<file path="src/rtl/chm_pkg.sv">
// ----------------------------------------------------------------------------
// chm_pkg: shared types and constants of the chained hash map
// Request codes, field widths and the command and status records that join
// the controller to the datapath.
// ----------------------------------------------------------------------------
package chm_pkg;

  localparam int KEY_W   = 32;
  localparam int VALUE_W = 32;
  localparam int TYPE_W  = 2;
  localparam int COUNT_W = 6;

  localparam logic [TYPE_W-1:0] REQ_LOOKUP = 2'd0;
  localparam logic [TYPE_W-1:0] REQ_INSERT = 2'd1;
  localparam logic [TYPE_W-1:0] REQ_REMOVE = 2'd2;
  localparam logic [TYPE_W-1:0] REQ_CLEAR  = 2'd3;

  // Memory write operations issued by the controller.
  localparam int WR_W = 3;
  localparam logic [WR_W-1:0] WR_NONE   = 3'd0;
  localparam logic [WR_W-1:0] WR_INIT   = 3'd1;
  localparam logic [WR_W-1:0] WR_VALUE  = 3'd2;
  localparam logic [WR_W-1:0] WR_UNLINK = 3'd3;
  localparam logic [WR_W-1:0] WR_FREE   = 3'd4;
  localparam logic [WR_W-1:0] WR_ALLOC  = 3'd5;
  localparam logic [WR_W-1:0] WR_LINK   = 3'd6;

  typedef struct packed {
    logic            ld_req;
    logic            cur_head;
    logic            cur_link;
    logic            rd_free;
    logic            cap_hit;
    logic            cap_val;
    logic            set_full;
    logic            sweep_start;
    logic            load_out;
    logic [WR_W-1:0] wr;
  } cmd_t;

  typedef struct packed {
    logic              head_nil;
    logic              match;
    logic              link_nil;
    logic              free_nil;
    logic              sweep_last;
    logic [TYPE_W-1:0] req_type;
  } status_t;

endpackage

</file>
<file path="src/rtl/chm_if.sv">
// ----------------------------------------------------------------------------
// chm_if: request and response channels of the chained hash map
// Valid/ready channels; a beat moves when valid and ready are both high.
// ----------------------------------------------------------------------------
interface chm_req_if;
  import chm_pkg::*;
  logic               valid;
  logic               ready;
  logic [TYPE_W-1:0]  req_type;
  logic [KEY_W-1:0]   req_key;
  logic [VALUE_W-1:0] req_value;
  modport source (output valid, req_type, req_key, req_value, input ready);
  modport sink   (input valid, req_type, req_key, req_value, output ready);
endinterface

interface chm_rsp_if;
  import chm_pkg::*;
  logic               valid;
  logic               ready;
  logic               hit;
  logic [VALUE_W-1:0] read_value;
  logic               pool_full;
  logic [COUNT_W-1:0] entry_count;
  modport source (output valid, hit, read_value, pool_full, entry_count, input ready);
  modport sink   (input valid, hit, read_value, pool_full, entry_count, output ready);
endinterface

</file>
<file path="src/rtl/chm_datapath.sv">
// ----------------------------------------------------------------------------
// chm_datapath: memories and registers of the chained hash map
// Holds bucket heads, node keys, values and links, the free list head, the
// entry count and the response register. Acts on controller commands.
// ----------------------------------------------------------------------------
module chm_datapath #(
  parameter int POOL_SIZE = 32
) (
  input  logic                        clk,
  input  logic                        rst_n,
  input  chm_pkg::cmd_t               cmd,
  output chm_pkg::status_t            stat,
  input  logic [chm_pkg::TYPE_W-1:0]  in_type,
  input  logic [chm_pkg::KEY_W-1:0]   in_key,
  input  logic [chm_pkg::VALUE_W-1:0] in_value,
  output logic                        res_hit,
  output logic [chm_pkg::VALUE_W-1:0] res_value,
  output logic                        res_full,
  output logic [chm_pkg::COUNT_W-1:0] res_count
);
  import chm_pkg::*;

  localparam int IDX_W = $clog2(POOL_SIZE);
  localparam int LNK_W = IDX_W + 1;
  localparam int CNT_W = $clog2(POOL_SIZE + 1);
  localparam logic [LNK_W-1:0] NIL = LNK_W'(POOL_SIZE);
  localparam logic [IDX_W-1:0] LAST = IDX_W'(POOL_SIZE - 1);

  logic [LNK_W-1:0]   head_mem [POOL_SIZE];
  logic [KEY_W-1:0]   key_mem  [POOL_SIZE];
  logic [VALUE_W-1:0] val_mem  [POOL_SIZE];
  logic [LNK_W-1:0]   link_mem [POOL_SIZE];

  logic [LNK_W-1:0]   head_rd_r, link_rd_r;
  logic [KEY_W-1:0]   key_rd_r;
  logic [VALUE_W-1:0] val_rd_r;

  logic [TYPE_W-1:0]  type_r;
  logic [KEY_W-1:0]   key_r;
  logic [VALUE_W-1:0] val_r;
  logic [IDX_W-1:0]   bucket_r;
  logic [LNK_W-1:0]   cur_r, cur_nxt, prev_r, prev_nxt, new_r;
  logic [LNK_W-1:0]   free_r, free_nxt;
  logic [CNT_W-1:0]   count_r, count_nxt;
  logic [IDX_W-1:0]   sweep_r, sweep_nxt;
  logic               hit_r, full_r;
  logic [VALUE_W-1:0] found_r;

  logic [IDX_W-1:0]   head_addr, node_addr;
  logic [CNT_W+COUNT_W-1:0] count_ext;

  assign head_addr = cmd.ld_req ? in_key[IDX_W-1:0] : bucket_r;
  assign cur_nxt   = cmd.cur_head ? head_rd_r : (cmd.cur_link ? link_rd_r : cur_r);
  assign prev_nxt  = cmd.cur_head ? NIL : (cmd.cur_link ? cur_r : prev_r);
  assign node_addr = cmd.rd_free ? free_r[IDX_W-1:0] : cur_nxt[IDX_W-1:0];

  always_comb begin
    free_nxt  = free_r;
    count_nxt = count_r;
    sweep_nxt = cmd.sweep_start ? '0 : sweep_r;
    case (cmd.wr)
      WR_INIT: begin
        free_nxt  = '0;
        count_nxt = '0;
        sweep_nxt = sweep_r + 1'b1;
      end
      WR_FREE: begin
        free_nxt  = cur_r;
        count_nxt = count_r - 1'b1;
      end
      WR_ALLOC: free_nxt  = link_rd_r;
      WR_LINK:  count_nxt = count_r + 1'b1;
      default: ;
    endcase
  end

  always_ff @(posedge clk) begin
    if (!rst_n) begin
      free_r  <= '0;
      count_r <= '0;
      sweep_r <= '0;
    end else begin
      free_r  <= free_nxt;
      count_r <= count_nxt;
      sweep_r <= sweep_nxt;
    end
  end

  // Memory read ports, registered.
  always_ff @(posedge clk) begin
    head_rd_r <= head_mem[head_addr];
    key_rd_r  <= key_mem[node_addr];
    val_rd_r  <= val_mem[node_addr];
    link_rd_r <= link_mem[node_addr];
  end

  // Memory write ports: at most one write per memory per cycle.
  always_ff @(posedge clk) begin
    case (cmd.wr)
      WR_INIT: begin
        head_mem[sweep_r] <= NIL;
        link_mem[sweep_r] <= LNK_W'({1'b0, sweep_r} + 1'b1);
      end
      WR_VALUE: val_mem[cur_r[IDX_W-1:0]] <= val_r;
      WR_UNLINK: begin
        if (prev_r == NIL) begin
          head_mem[bucket_r] <= link_rd_r;
        end else begin
          link_mem[prev_r[IDX_W-1:0]] <= link_rd_r;
        end
      end
      WR_FREE: link_mem[cur_r[IDX_W-1:0]] <= free_r;
      WR_ALLOC: begin
        key_mem[free_r[IDX_W-1:0]]  <= key_r;
        val_mem[free_r[IDX_W-1:0]]  <= val_r;
        link_mem[free_r[IDX_W-1:0]] <= NIL;
      end
      WR_LINK: begin
        if (prev_r == NIL) begin
          head_mem[bucket_r] <= new_r;
        end else begin
          link_mem[prev_r[IDX_W-1:0]] <= new_r;
        end
      end
      default: ;
    endcase
  end

  // Request, walk and result registers.
  always_ff @(posedge clk) begin
    cur_r  <= cur_nxt;
    prev_r <= prev_nxt;
    if (cmd.wr == WR_ALLOC) begin
      new_r <= free_r;
    end
    if (cmd.ld_req) begin
      type_r   <= in_type;
      key_r    <= in_key;
      val_r    <= in_value;
      bucket_r <= in_key[IDX_W-1:0];
      hit_r    <= 1'b0;
      full_r   <= 1'b0;
      found_r  <= '0;
    end else begin
      if (cmd.cap_hit) hit_r <= 1'b1;
      if (cmd.cap_val) found_r <= val_rd_r;
      if (cmd.set_full) full_r <= 1'b1;
    end
    if (cmd.load_out) begin
      res_hit   <= hit_r;
      res_value <= found_r;
      res_full  <= full_r;
      res_count <= count_ext[COUNT_W-1:0];
    end
  end

  assign count_ext = (CNT_W + COUNT_W)'(count_r);

  assign stat.head_nil   = (head_rd_r == NIL);
  assign stat.match      = (key_rd_r == key_r);
  assign stat.link_nil   = (link_rd_r == NIL);
  assign stat.free_nil   = (free_r == NIL);
  assign stat.sweep_last = (sweep_r == LAST);
  assign stat.req_type   = type_r;

endmodule

</file>
<file path="src/rtl/chm_ctrl.sv">
// ----------------------------------------------------------------------------
// chm_ctrl: request sequencer of the chained hash map
// Walks a bucket chain one node per cycle, issues the memory updates of each
// request, runs the initialization sweep and owns the response valid flag.
// ----------------------------------------------------------------------------
module chm_ctrl (
  input  logic                       clk,
  input  logic                       rst_n,
  input  logic                       in_valid,
  output logic                       in_ready,
  input  logic [chm_pkg::TYPE_W-1:0] in_type,
  output logic                       out_valid,
  input  logic                       out_ready,
  output chm_pkg::cmd_t              cmd,
  input  chm_pkg::status_t           stat
);
  import chm_pkg::*;

  localparam logic [2:0] ST_INIT  = 3'd0;
  localparam logic [2:0] ST_IDLE  = 3'd1;
  localparam logic [2:0] ST_HEAD  = 3'd2;
  localparam logic [2:0] ST_CMP   = 3'd3;
  localparam logic [2:0] ST_MISS  = 3'd4;
  localparam logic [2:0] ST_ALLOC = 3'd5;
  localparam logic [2:0] ST_FIN   = 3'd6;
  localparam logic [2:0] ST_DONE  = 3'd7;

  logic [2:0] state_r, state_nxt;
  logic       clr_r, clr_nxt;
  logic       out_valid_r, out_valid_nxt;

  assign in_ready  = (state_r == ST_IDLE);
  assign out_valid = out_valid_r;

  always_comb begin
    cmd           = '0;
    cmd.wr        = WR_NONE;
    state_nxt     = state_r;
    clr_nxt       = clr_r;
    out_valid_nxt = out_valid_r && !out_ready;
    unique case (state_r)
      ST_INIT: begin
        cmd.wr = WR_INIT;
        if (stat.sweep_last) begin
          state_nxt = clr_r ? ST_DONE : ST_IDLE;
        end
      end
      ST_IDLE: begin
        if (in_valid) begin
          cmd.ld_req = 1'b1;
          if (in_type == REQ_CLEAR) begin
            cmd.sweep_start = 1'b1;
            clr_nxt         = 1'b1;
            state_nxt       = ST_INIT;
          end else begin
            clr_nxt   = 1'b0;
            state_nxt = ST_HEAD;
          end
        end
      end
      ST_HEAD: begin
        cmd.cur_head = 1'b1;
        state_nxt    = stat.head_nil ? ST_MISS : ST_CMP;
      end
      ST_CMP: begin
        if (stat.match) begin
          cmd.cap_hit = 1'b1;
          state_nxt   = ST_DONE;
          case (stat.req_type)
            REQ_INSERT: cmd.wr = WR_VALUE;
            REQ_REMOVE: begin
              cmd.cap_val = 1'b1;
              cmd.wr      = WR_UNLINK;
              state_nxt   = ST_FIN;
            end
            default: cmd.cap_val = 1'b1;
          endcase
        end else if (stat.link_nil) begin
          // Step past the tail so that the tail becomes the node to link to.
          cmd.cur_link = 1'b1;
          state_nxt    = ST_MISS;
        end else begin
          cmd.cur_link = 1'b1;
        end
      end
      ST_MISS: begin
        state_nxt = ST_DONE;
        if (stat.req_type == REQ_INSERT) begin
          if (stat.free_nil) begin
            cmd.set_full = 1'b1;
          end else begin
            cmd.rd_free = 1'b1;
            state_nxt   = ST_ALLOC;
          end
        end
      end
      ST_ALLOC: begin
        cmd.wr    = WR_ALLOC;
        state_nxt = ST_FIN;
      end
      ST_FIN: begin
        // Second half of a remove or of an insert of a new key.
        cmd.wr    = (stat.req_type == REQ_REMOVE) ? WR_FREE : WR_LINK;
        state_nxt = ST_DONE;
      end
      ST_DONE: begin
        if (!out_valid_r || out_ready) begin
          cmd.load_out  = 1'b1;
          out_valid_nxt = 1'b1;
          state_nxt     = ST_IDLE;
        end
      end
      default: state_nxt = ST_INIT;
    endcase
  end

  always_ff @(posedge clk) begin
    if (!rst_n) begin
      state_r     <= ST_INIT;
      clr_r       <= 1'b0;
      out_valid_r <= 1'b0;
    end else begin
      state_r     <= state_nxt;
      clr_r       <= clr_nxt;
      out_valid_r <= out_valid_nxt;
    end
  end

endmodule

</file>
<file path="src/rtl/chained_hash_map_pool.sv">
// ----------------------------------------------------------------------------
// chained_hash_map_pool: key-to-value map with separate chaining
// A fixed pool of POOL_SIZE nodes and POOL_SIZE buckets; the bucket is the low
// bits of the key. Supports lookup, insert, remove and clear requests.
// ----------------------------------------------------------------------------
//
//  Channel   Direction  Fields                                     Beat
//  in_req    sink       req_type, req_key, req_value               one request
//  out_rsp   source     hit, read_value, pool_full, entry_count    one response
//
// A request is accepted in the idle state, then fetches its bucket head and
// compares the chain nodes in turn until a key matches or the chain ends. A
// miss adds a miss step, an insert of a new key adds allocate and link steps,
// a removal adds a free step, and a final step posts the response. Requests
// are taken one at a time. After reset the block sweeps its memories before
// it takes the first request; a clear request runs the same sweep.
// The response register lets a new request start while a response waits;
// a finished request holds until the previous response has been taken.
//
module chained_hash_map_pool #(
  parameter int POOL_SIZE = 32
) (
  input logic     clk,
  input logic     rst_n,
  chm_req_if.sink   in_req,
  chm_rsp_if.source out_rsp
);
  import chm_pkg::*;

  cmd_t    cmd;
  status_t stat;

  // The controller sequences each request; the datapath holds every table.
  chm_ctrl u_ctrl (
    .clk       (clk),
    .rst_n     (rst_n),
    .in_valid  (in_req.valid),
    .in_ready  (in_req.ready),
    .in_type   (in_req.req_type),
    .out_valid (out_rsp.valid),
    .out_ready (out_rsp.ready),
    .cmd       (cmd),
    .stat      (stat)
  );

  chm_datapath #(
    .POOL_SIZE (POOL_SIZE)
  ) u_dp (
    .clk       (clk),
    .rst_n     (rst_n),
    .cmd       (cmd),
    .stat      (stat),
    .in_type   (in_req.req_type),
    .in_key    (in_req.req_key),
    .in_value  (in_req.req_value),
    .res_hit   (out_rsp.hit),
    .res_value (out_rsp.read_value),
    .res_full  (out_rsp.pool_full),
    .res_count (out_rsp.entry_count)
  );

`ifndef SYNTHESIS
  // One request at a time: an accepted beat closes the input until done.
  a_one_at_a_time: assert property (@(posedge clk) disable iff (!rst_n)
    in_req.valid && in_req.ready |=> !in_req.ready)
    else $error("request accepted while another is in flight");

  // Memories are never written while the block waits for a request.
  a_no_idle_write: assert property (@(posedge clk) disable iff (!rst_n)
    in_req.ready |-> cmd.wr == WR_NONE)
    else $error("memory write while idle");

  // A full pool report never comes with a hit or a value.
  a_full_clean: assert property (@(posedge clk) disable iff (!rst_n)
    out_rsp.valid && out_rsp.pool_full |-> !out_rsp.hit && out_rsp.read_value == '0)
    else $error("pool full response carries hit or value");
`endif

endmodule

</file>
<file path="src/flat_wrapper.sv">
// flat-port wrapper written by rule: the top's interface ports become plain ports
module chained_hash_map_pool_flat import chm_pkg::*;
#(
  parameter int POOL_SIZE = 32
)
  (clk, rst_n, in_req_valid, in_req_req_type, in_req_req_key, in_req_req_value, in_req_ready, out_rsp_valid, out_rsp_hit, out_rsp_read_value, out_rsp_pool_full, out_rsp_entry_count, out_rsp_ready);
  chm_req_if in_req_i ();
  chm_rsp_if out_rsp_i ();
  input logic clk;
  input logic rst_n;
  input wire logic [$bits(in_req_i.valid)-1:0] in_req_valid;
  input wire logic [$bits(in_req_i.req_type)-1:0] in_req_req_type;
  input wire logic [$bits(in_req_i.req_key)-1:0] in_req_req_key;
  input wire logic [$bits(in_req_i.req_value)-1:0] in_req_req_value;
  output wire logic [$bits(in_req_i.ready)-1:0] in_req_ready;
  output wire logic [$bits(out_rsp_i.valid)-1:0] out_rsp_valid;
  output wire logic [$bits(out_rsp_i.hit)-1:0] out_rsp_hit;
  output wire logic [$bits(out_rsp_i.read_value)-1:0] out_rsp_read_value;
  output wire logic [$bits(out_rsp_i.pool_full)-1:0] out_rsp_pool_full;
  output wire logic [$bits(out_rsp_i.entry_count)-1:0] out_rsp_entry_count;
  input wire logic [$bits(out_rsp_i.ready)-1:0] out_rsp_ready;
  assign in_req_i.valid = in_req_valid;
  assign in_req_i.req_type = in_req_req_type;
  assign in_req_i.req_key = in_req_req_key;
  assign in_req_i.req_value = in_req_req_value;
  assign in_req_ready = in_req_i.ready;
  assign out_rsp_valid = out_rsp_i.valid;
  assign out_rsp_hit = out_rsp_i.hit;
  assign out_rsp_read_value = out_rsp_i.read_value;
  assign out_rsp_pool_full = out_rsp_i.pool_full;
  assign out_rsp_entry_count = out_rsp_i.entry_count;
  assign out_rsp_i.ready = out_rsp_ready;
  chained_hash_map_pool #(.POOL_SIZE(POOL_SIZE)) u_core (.clk(clk), .rst_n(rst_n), .in_req(in_req_i), .out_rsp(out_rsp_i));
endmodule
</file>
<file path="config.mk">
export PLATFORM = sky130hd
export DESIGN_NAME = chained_hash_map_pool_flat
export DESIGN_NICKNAME = d
export VERILOG_FILES = /design/src/rtl/chm_pkg.sv /design/src/rtl/chm_if.sv /design/src/rtl/chm_datapath.sv /design/src/rtl/chm_ctrl.sv /design/src/rtl/chained_hash_map_pool.sv /design/src/flat_wrapper.sv
export SDC_FILE = /design/constraint.sdc
export NUM_CORES = 2
export LEC_CHECK = 0
export ABC_AREA = 1
export BUFFER_PORTS_ARGS = -buffer_cell sky130_fd_sc_hd__buf_4
export CORE_MARGIN = 5
export CORE_UTILIZATION = 40
export CTS_CLUSTER_DIAMETER = 200
export DETAILED_ROUTE_END_ITERATION = 8
export GPL_TIMING_DRIVEN = 0
export HOLD_SLACK_MARGIN = 0.05
export SYNTH_ARGS = -nofsm -noshare
export SYNTH_HDL_FRONTEND = slang
export SYNTH_SLANG_ARGS = --single-unit
</file>
<file path="constraint.sdc">
create_clock -name clk -period 4.2 [get_ports clk]
set_clock_uncertainty 0.2 [all_clocks]
set_input_delay 0.21 -clock clk [delete_from_list [all_inputs] [get_ports clk]]
set_output_delay 0.21 -clock clk [all_outputs]
set_load 0.02 [all_outputs]
</file>
Word level (Yosys, flattened, before mapping)
Memory sizes are Yosys's and may differ from the RTL's. A register that Yosys moved wholly into a read port is not among the register bits.
Index checks and enable logic that the tools add are counted.
Widths: inputs -> output; s select.
{"block": "word_totals", "reg_bits": 185, "mem_bits_rw": 2432, "input_bits": 70, "output_inout_bits": 42, "memories": 4}
{"block": "op_classes", "add_sub_neg": 4, "n_eq_ne": 26, "n_mux": 80, "bitwise": 2, "n_reduce_logical": 16}
{"name": "u_core.u_dp.key_mem", "words": 32, "word_bits": 32, "read_ports": 1, "rd_clocked_by_memory_dff": 1, "wr": 1, "line_no": "chm_datapath.sv:30", "rtl": "logic [KEY_W-1:0] key_mem [POOL_SIZE];"}
{"name": "u_core.u_dp.val_mem", "words": 32, "word_bits": 32, "read_ports": 1, "rd_clocked_by_memory_dff": 1, "wr": 1, "line_no": "chm_datapath.sv:31", "rtl": "logic [VALUE_W-1:0] val_mem [POOL_SIZE];"}
{"name": "u_core.u_dp.head_mem", "words": 32, "word_bits": 6, "read_ports": 1, "rd_clocked_by_memory_dff": 1, "wr": 1, "line_no": "chm_datapath.sv:29", "rtl": "logic [LNK_W-1:0] head_mem [POOL_SIZE];"}
{"name": "u_core.u_dp.link_mem", "words": 32, "word_bits": 6, "read_ports": 1, "rd_clocked_by_memory_dff": 1, "wr": 1, "line_no": "chm_datapath.sv:32", "rtl": "logic [LNK_W-1:0] link_mem [POOL_SIZE];"}
{"op": "$mux 6", "count": 8}
{"op": "$mux 5", "count": 9}
{"op": "$mux 1", "count": 43}
{"op": "$pmux 6 s3", "count": 2}
{"op": "$eq 32x32->1", "count": 1}
{"op": "$mux 32", "count": 1}
{"op": "$reduce_or 32->1", "count": 1}
{"op": "$eq 6x6->1 const B", "count": 4}
{"op": "$pmux 3 s8", "count": 1}
{"op": "$reduce_or 6->1", "count": 4}
{"op": "$eq 3x3->1 const B", "count": 7}
{"op": "$mux 3", "count": 7}
{"op": "$mux 2", "count": 7}
{"op": "$eq 3x2->1 const B", "count": 4}
{"op": "$pmux 3 s4", "count": 1}
{"op": "$add 5x1->6 const B", "count": 1}
{"op": "$add 6x1->6 const B", "count": 1}
{"op": "$eq 3x1->1 const B", "count": 2}
{"op": "$reduce_bool 3->1", "count": 2}
{"op": "$sub 6x1->6 const B", "count": 1}
{"op": "$add 5x1->5 const B", "count": 1}
{"op": "$eq 5x5->1 const B", "count": 1}
{"op": "$eq 2x2->1 const B", "count": 2}
{"op": "$ne 2x2->1 const B", "count": 2}
{"op": "12 further kinds", "count": 15}

Logic depth before layout (Yosys ltp)
{"block": "depth", "depth_word": 12, "mapped_depth": 23, "depth_no_buf": 21}

Modules after synthesis
A second synthesis with hierarchy kept.
{"block": "hier_totals", "cells_unflattened": 8926, "area_unflattened_um2": 109263.5}
{"mod": "chm_datapath", "n_inst": 1, "cells_per_inst": 8833, "area_per_inst_um2": 108663.0, "seq_area_each_um2": 79286.0}
{"mod": "chm_ctrl", "n_inst": 1, "cells_per_inst": 93, "area_per_inst_um2": 600.6, "seq_area_each_um2": 100.1}

Worst setup path after synthesis
Ideal clock, no wire load.
{"block": "synth_timing", "kind": "register -> register", "from": "register u_core.u_dp.key_r[20]", "to": "memory u_core.u_dp.val_mem[0][0] (enable)", "setup_time_ps": 421, "arrival_ps": 3715, "required_time_ps": 3579, "slack_ps": -136, "path_stages_with_launch": 14, "path_buffers": 0, "path_cell_list": "edfxtp_1 -> xnor2_1 -> nand2_1 -> nor2_1 -> nand2_1 -> nor2_2 -> nand2_2 -> nor2_2 -> inv_2 -> o21ai_2 -> inv_2 -> o31ai_1 -> nand3_1 -> nor2_1"}
{"block": "synth_via", "elab_chain_len": 8}
{"item": "start, declared", "line_no": "chm_datapath.sv:39", "rtl": "logic [KEY_W-1:0] key_r;"}
{"item": "start signal, assigned", "line_no": "chm_datapath.sv:138", "rtl": "key_r <= in_key;"}
{"item": "$eq 32x32->1 *", "line_no": "chm_datapath.sv:160", "rtl": "assign stat.match = (key_rd_r == key_r);"}
{"item": "$mux 2 *", "line_no": "chm_ctrl.sv:66", "rtl": "if (stat.match) begin"}
{"item": "$pmux 3 s4 *", "line_no": "chm_ctrl.sv:41", "rtl": "unique case (state_r)"}
{"item": "$eq 3x3->1", "line_no": "chm_datapath.sv:99", "rtl": "case (cmd.wr)"}
{"item": "$mux 1", "line_no": "chm_datapath.sv:99"}
{"item": "$mux 1 (implied by the code)", "line_no": "chm_datapath.sv:115", "rtl": "val_mem[free_r[IDX_W-1:0]] <= val_r;"}
{"item": "$reduce_or 32->1 (no line)"}
{"item": "$mux 5 (no line) or $mux 1 (tied branches)"}
{"item": "end, declared", "line_no": "chm_datapath.sv:31"}
Every way passes the cells marked *; elsewhere a longest branch is shown, timed or not.

Worst setup path after layout
{"block": "layout_timing", "from": "register u_core.u_dp.key_r[10]", "to": "register u_core.u_dp.val_rd_r[30] (read register of u_core.u_dp.val_mem)"}
{"block": "layout_via", "elab_chain_len": 6}
{"item": "$eq 32x32->1", "line_no": "chm_datapath.sv:160"}
{"item": "$mux 1", "line_no": "chm_ctrl.sv:66"}
{"item": "$mux 1", "line_no": "chm_ctrl.sv:41"}
{"item": "$mux 6 (2 in a row)", "line_no": "chm_datapath.sv:53", "rtl": "assign cur_nxt = cmd.cur_head ? head_rd_r : (cmd.cur_link ? link_rd_r : cur_r);"}
{"item": "$mux 5", "line_no": "chm_datapath.sv:55", "rtl": "assign node_addr = cmd.rd_free ? free_r[IDX_W-1:0] : cur_nxt[IDX_W-1:0];"}
{"item": "end, declared", "line_no": "chm_datapath.sv:36", "rtl": "logic [VALUE_W-1:0] val_rd_r;"}
Every way passes these cells. The select of a mux whose other input is x is not followed.
A chain may end at the register's enable or synchronous reset.

==> results.py <==
metrics = {
    "status": {
        "status": "finished, violations left",
        "violations": "max-capacitance violations, max-slew violations, negative setup slack",
    },
    "grt": {
        "grt_max_degree": 42,
        "use_met3_pct": 9.525,
        "met1_usage_pct": 39.83,
        "grt_pass1_vias": 79130,
        "antenna_found_initial": 28,
        "grt_pass1_wl_mm": 606.0,
        "grt_overflow": 0,
        "use_met2_pct": 43.81,
        "grt.busiest_layer": "met2",
        "grt.total_usage_pct": 30.12,
    },
    "detailed_routing": {
        "first_pass_iters": 6,
        "wl_per_cell_um": 32.41,
        "wl_mm": 447.4,
        "vias": 84940,
        "antenna_left": 0,
        "via_per_inst": 6.153,
        "drtIter0Drc": 14790,
        "remaining_drc_errors": 0,
    },
    "synth": {
        "synth_ff_type": "edfxtp_1",
        "synthesis.area_um2": 109100,
        "synth_top_area_share_pct": 70.04,
        "synth_seq_cells": 2693,
        "synth-edff-count": 2545,
        "ys_warn_count": 0,
        "yosys.area.top_type": "edfxtp_1",
        "yosysUniqueCellTypes": 47,
        "synth.avg_cell_area_um2": 12.00,
        "yosysMostFrequentCell": "nand3_1",
        "synthTopCellsByCount": "3179 x nand3_1, 2545 x edfxtp_1, 1466 x nand2_1",
        "synth_area_leaders": "edfxtp_1 70%, nand3_1 15%, nand2_1 5.0%",
        "synth_cells": 9091,
        "yosysSeqAreaShare_pct": 72.75,
        "async_reset_ff_share_pct": 0,
        "synth_fp_nets": 9171,
    },
    "clocking": {
        "tritoncts": "done",
        "cts.clk_slew.worst_paths_ns": 0.06,
        "cts_buffer_depth": 4,
        "htree_num_levels": 5,
        "clock_latency_ns": 0.91,
        "clkSinkCount": 2693,
        "cts_made_buffers": 290,
        "root_buffer": "clkbuf_16",
    },
    "timing": {
        "tightest_slew_ns": 1.513,
        "slew_violations": 138,
        "finalSetupViolCount": 12,
        "hold_viol": 0,
        "slew_headroom_pct": -0.8894,
        "rsz0062_at_grt": "yes",
        "setup_slack_ns": -0.08115,
        "setup_tns_ns": -0.3934,
        "fin_crit_sh_pct": 101.9,
        "period_needed_ns": 4.281,
        "fmax_mhz": 233.6,
    },
    "finish": {
        "layout-drive-gt1-share_pct": 16.83,
        "fin_util_pct": 49.46,
        "syn_to_final_growth_pct": 22.94,
        "final_nets": 10080,
        "design_area_um2": 134200,
    },
    "min_path": {
        "min_path_type": "in -> reg",
        "hold_depth": 5,
    },
    "placed_design": {
        "dp_hpwl_mm": 290.6,
        "gp_congestion": 0.9363,
        "io_buffers": 111,
        "placed_cell_area_um2": 117600,
    },
    "worst_setup_path": {
        "crit_fanout": 21,
        "worst_r2r_path_depth": 23,
        "end_kind": "register",
        "required_ns": 4.73,
        "cp-start-kind": "register",
        "path_class": "reg -> reg",
        "worstPathArrival_ns": 4.81,
    },
    "power_and_ir_drop": {
        "irDropWorstVdd_mv": 0.6237,
        "p_leak_nw": 47.98,
        "power_mw": 109.2,
        "power_density_nw_per_um2": 814.0,
    },
    "die": {
        "die_w_um": 532.3,
        "ios": 112,
        "die_h_um": 532.3,
        "rows": 191,
        "start_util_pct": 40.23,
        "die_area_um2": 283300,
        "core_area_um2": 271200,
    },
    "job": {
        "maxCapViolations": 4,
    },
}
## repair_timing
item                                     CTS  global route
resized for setup                        437           589
gates cloned                               0             8
endpoints found under the setup margin  2122           721
hold buffers                             139             0
buffers inserted                         196            28
pin swaps                                 65            27
endpoints found under the hold margin     92             0
## kinds of logic after synthesis
kind of cell	Yosys count	share of synthesized area, %
compound gates	318	1.702
xor+xnor	29	0.2328
fa+ha+maj	10	0.1215
buf+inv	969	3.836
flops	2693	72.75
simple gates	5072	21.35
## through the flow
stage                     std cells  worst slack, ns  hold slack [ns]
after floorplan                9091          -0.1364           0.1089
after global placement        12770           -5.426           0.1881
after CTS                     13750          -0.2294          0.08434
after global routing          13790          -0.1324           0.1248
final                         13810         -0.08115           0.1238
after detailed placement      12910           -2.847           0.1893
## metal layers
layer / part of all wire [%] / wire length, µm
met1: 36 / 160500
met3: 15 / 66260
met2: 42 / 188800
met5: 0.025 / 110
met4: 7.1 / 31680
## critical path, cell delays in order, from the launching register on
cell and delay (ns):
edfxtp_1 0.43, buf_12 0.17, buf_16 0.15, xnor2_1 0.16, nand2_1 0.10, nor2_4 0.17
nand2_1 0.11, nor2_4 0.14, buf_12 0.14, nand2_2 0.11, nand2_4 0.12, nand2_1 0.06
nand3_1 0.06, nand2_1 0.12, o21ai_2 0.21, buf_6 0.14, buf_4 0.12, buf_4 0.27
buf_6 0.27, nand3_1 0.26, nand3_1 0.14, nand3_1 0.07, nand3_1 0.24, nand2_4 0.13
## cells in the final DEF, fill, tap and decap left out, types with 69 or more instances in the layout
| cell | n |
|---|---|
| buf_2 | 165 |
| dfxtp_1 | 148 |
| clkbuf_4 | 98 |
| nand2_1 | 1410 |
| nand3_1 | 3143 |
| clkbuf_16 | 306 |
| edfxtp_1 | 2545 |
| nor2_1 | 216 |
| nor2_4 | 130 |
| buf_4 | 333 |
| o21ai_0 | 167 |
| clkbuf_1 | 146 |
| buf_12 | 147 |
| buf_6 | 98 |
| clkbuf_2 | 69 |
| dlygate4sd3_1 | 139 |
| inv_1 | 279 |
## where the power goes
group,switching (mW),internal [mW]
Clock,10.8,14.9
Combinational,37.9,14.1
Sequential,0.771,30.8
Total,49.4,59.8
## worst paths after layout
path | from | to | slack, ns
max | u_core.u_dp.key_r[10] | u_core.u_dp.val_rd_r[30] | -0.08
min | out_rsp_ready | u_core.u_ctrl.state_r[2] | 0.12
max reg2reg | u_core.u_dp.key_r[10] | u_core.u_dp.val_rd_r[30] | -0.08
min reg2reg | u_core.u_dp.free_r[3] | u_core.u_dp.new_r[3] | 0.23
## layout make-up
| cell class | instances | area, µm² |
|---|---|---|
| antenna | 17 | 42.54 |
| buffer | 661 | 4572 |
| clock buffer | 381 | 7994 |
| clock inverter | 126 | 1328 |
| fill | 23320 | 137100 |
| inverter | 306 | 1177 |
| multi-input combinational | 5431 | 27310 |
| sequential | 2693 | 79390 |
| tap | 3570 | 4467 |
| timing repair buffer | 617 | 7854 |
| timing repair inverter | 3 | 22.52 |
## registers in the layout, indices dropped and copies added (netlist names), 32 cells and up
name / count
u_core.u_dp.key_mem: 1024
u_core.u_dp.val_mem: 1024
u_core.u_dp.head_mem: 192
u_core.u_dp.link_mem: 192
u_core.u_dp.found_r: 32
u_core.u_dp.key_r: 32
u_core.u_dp.key_rd_r: 32
u_core.u_dp.res_value: 32
u_core.u_dp.val_r: 32
u_core.u_dp.val_rd_r: 32
Power figures use the tool's default switching activity.
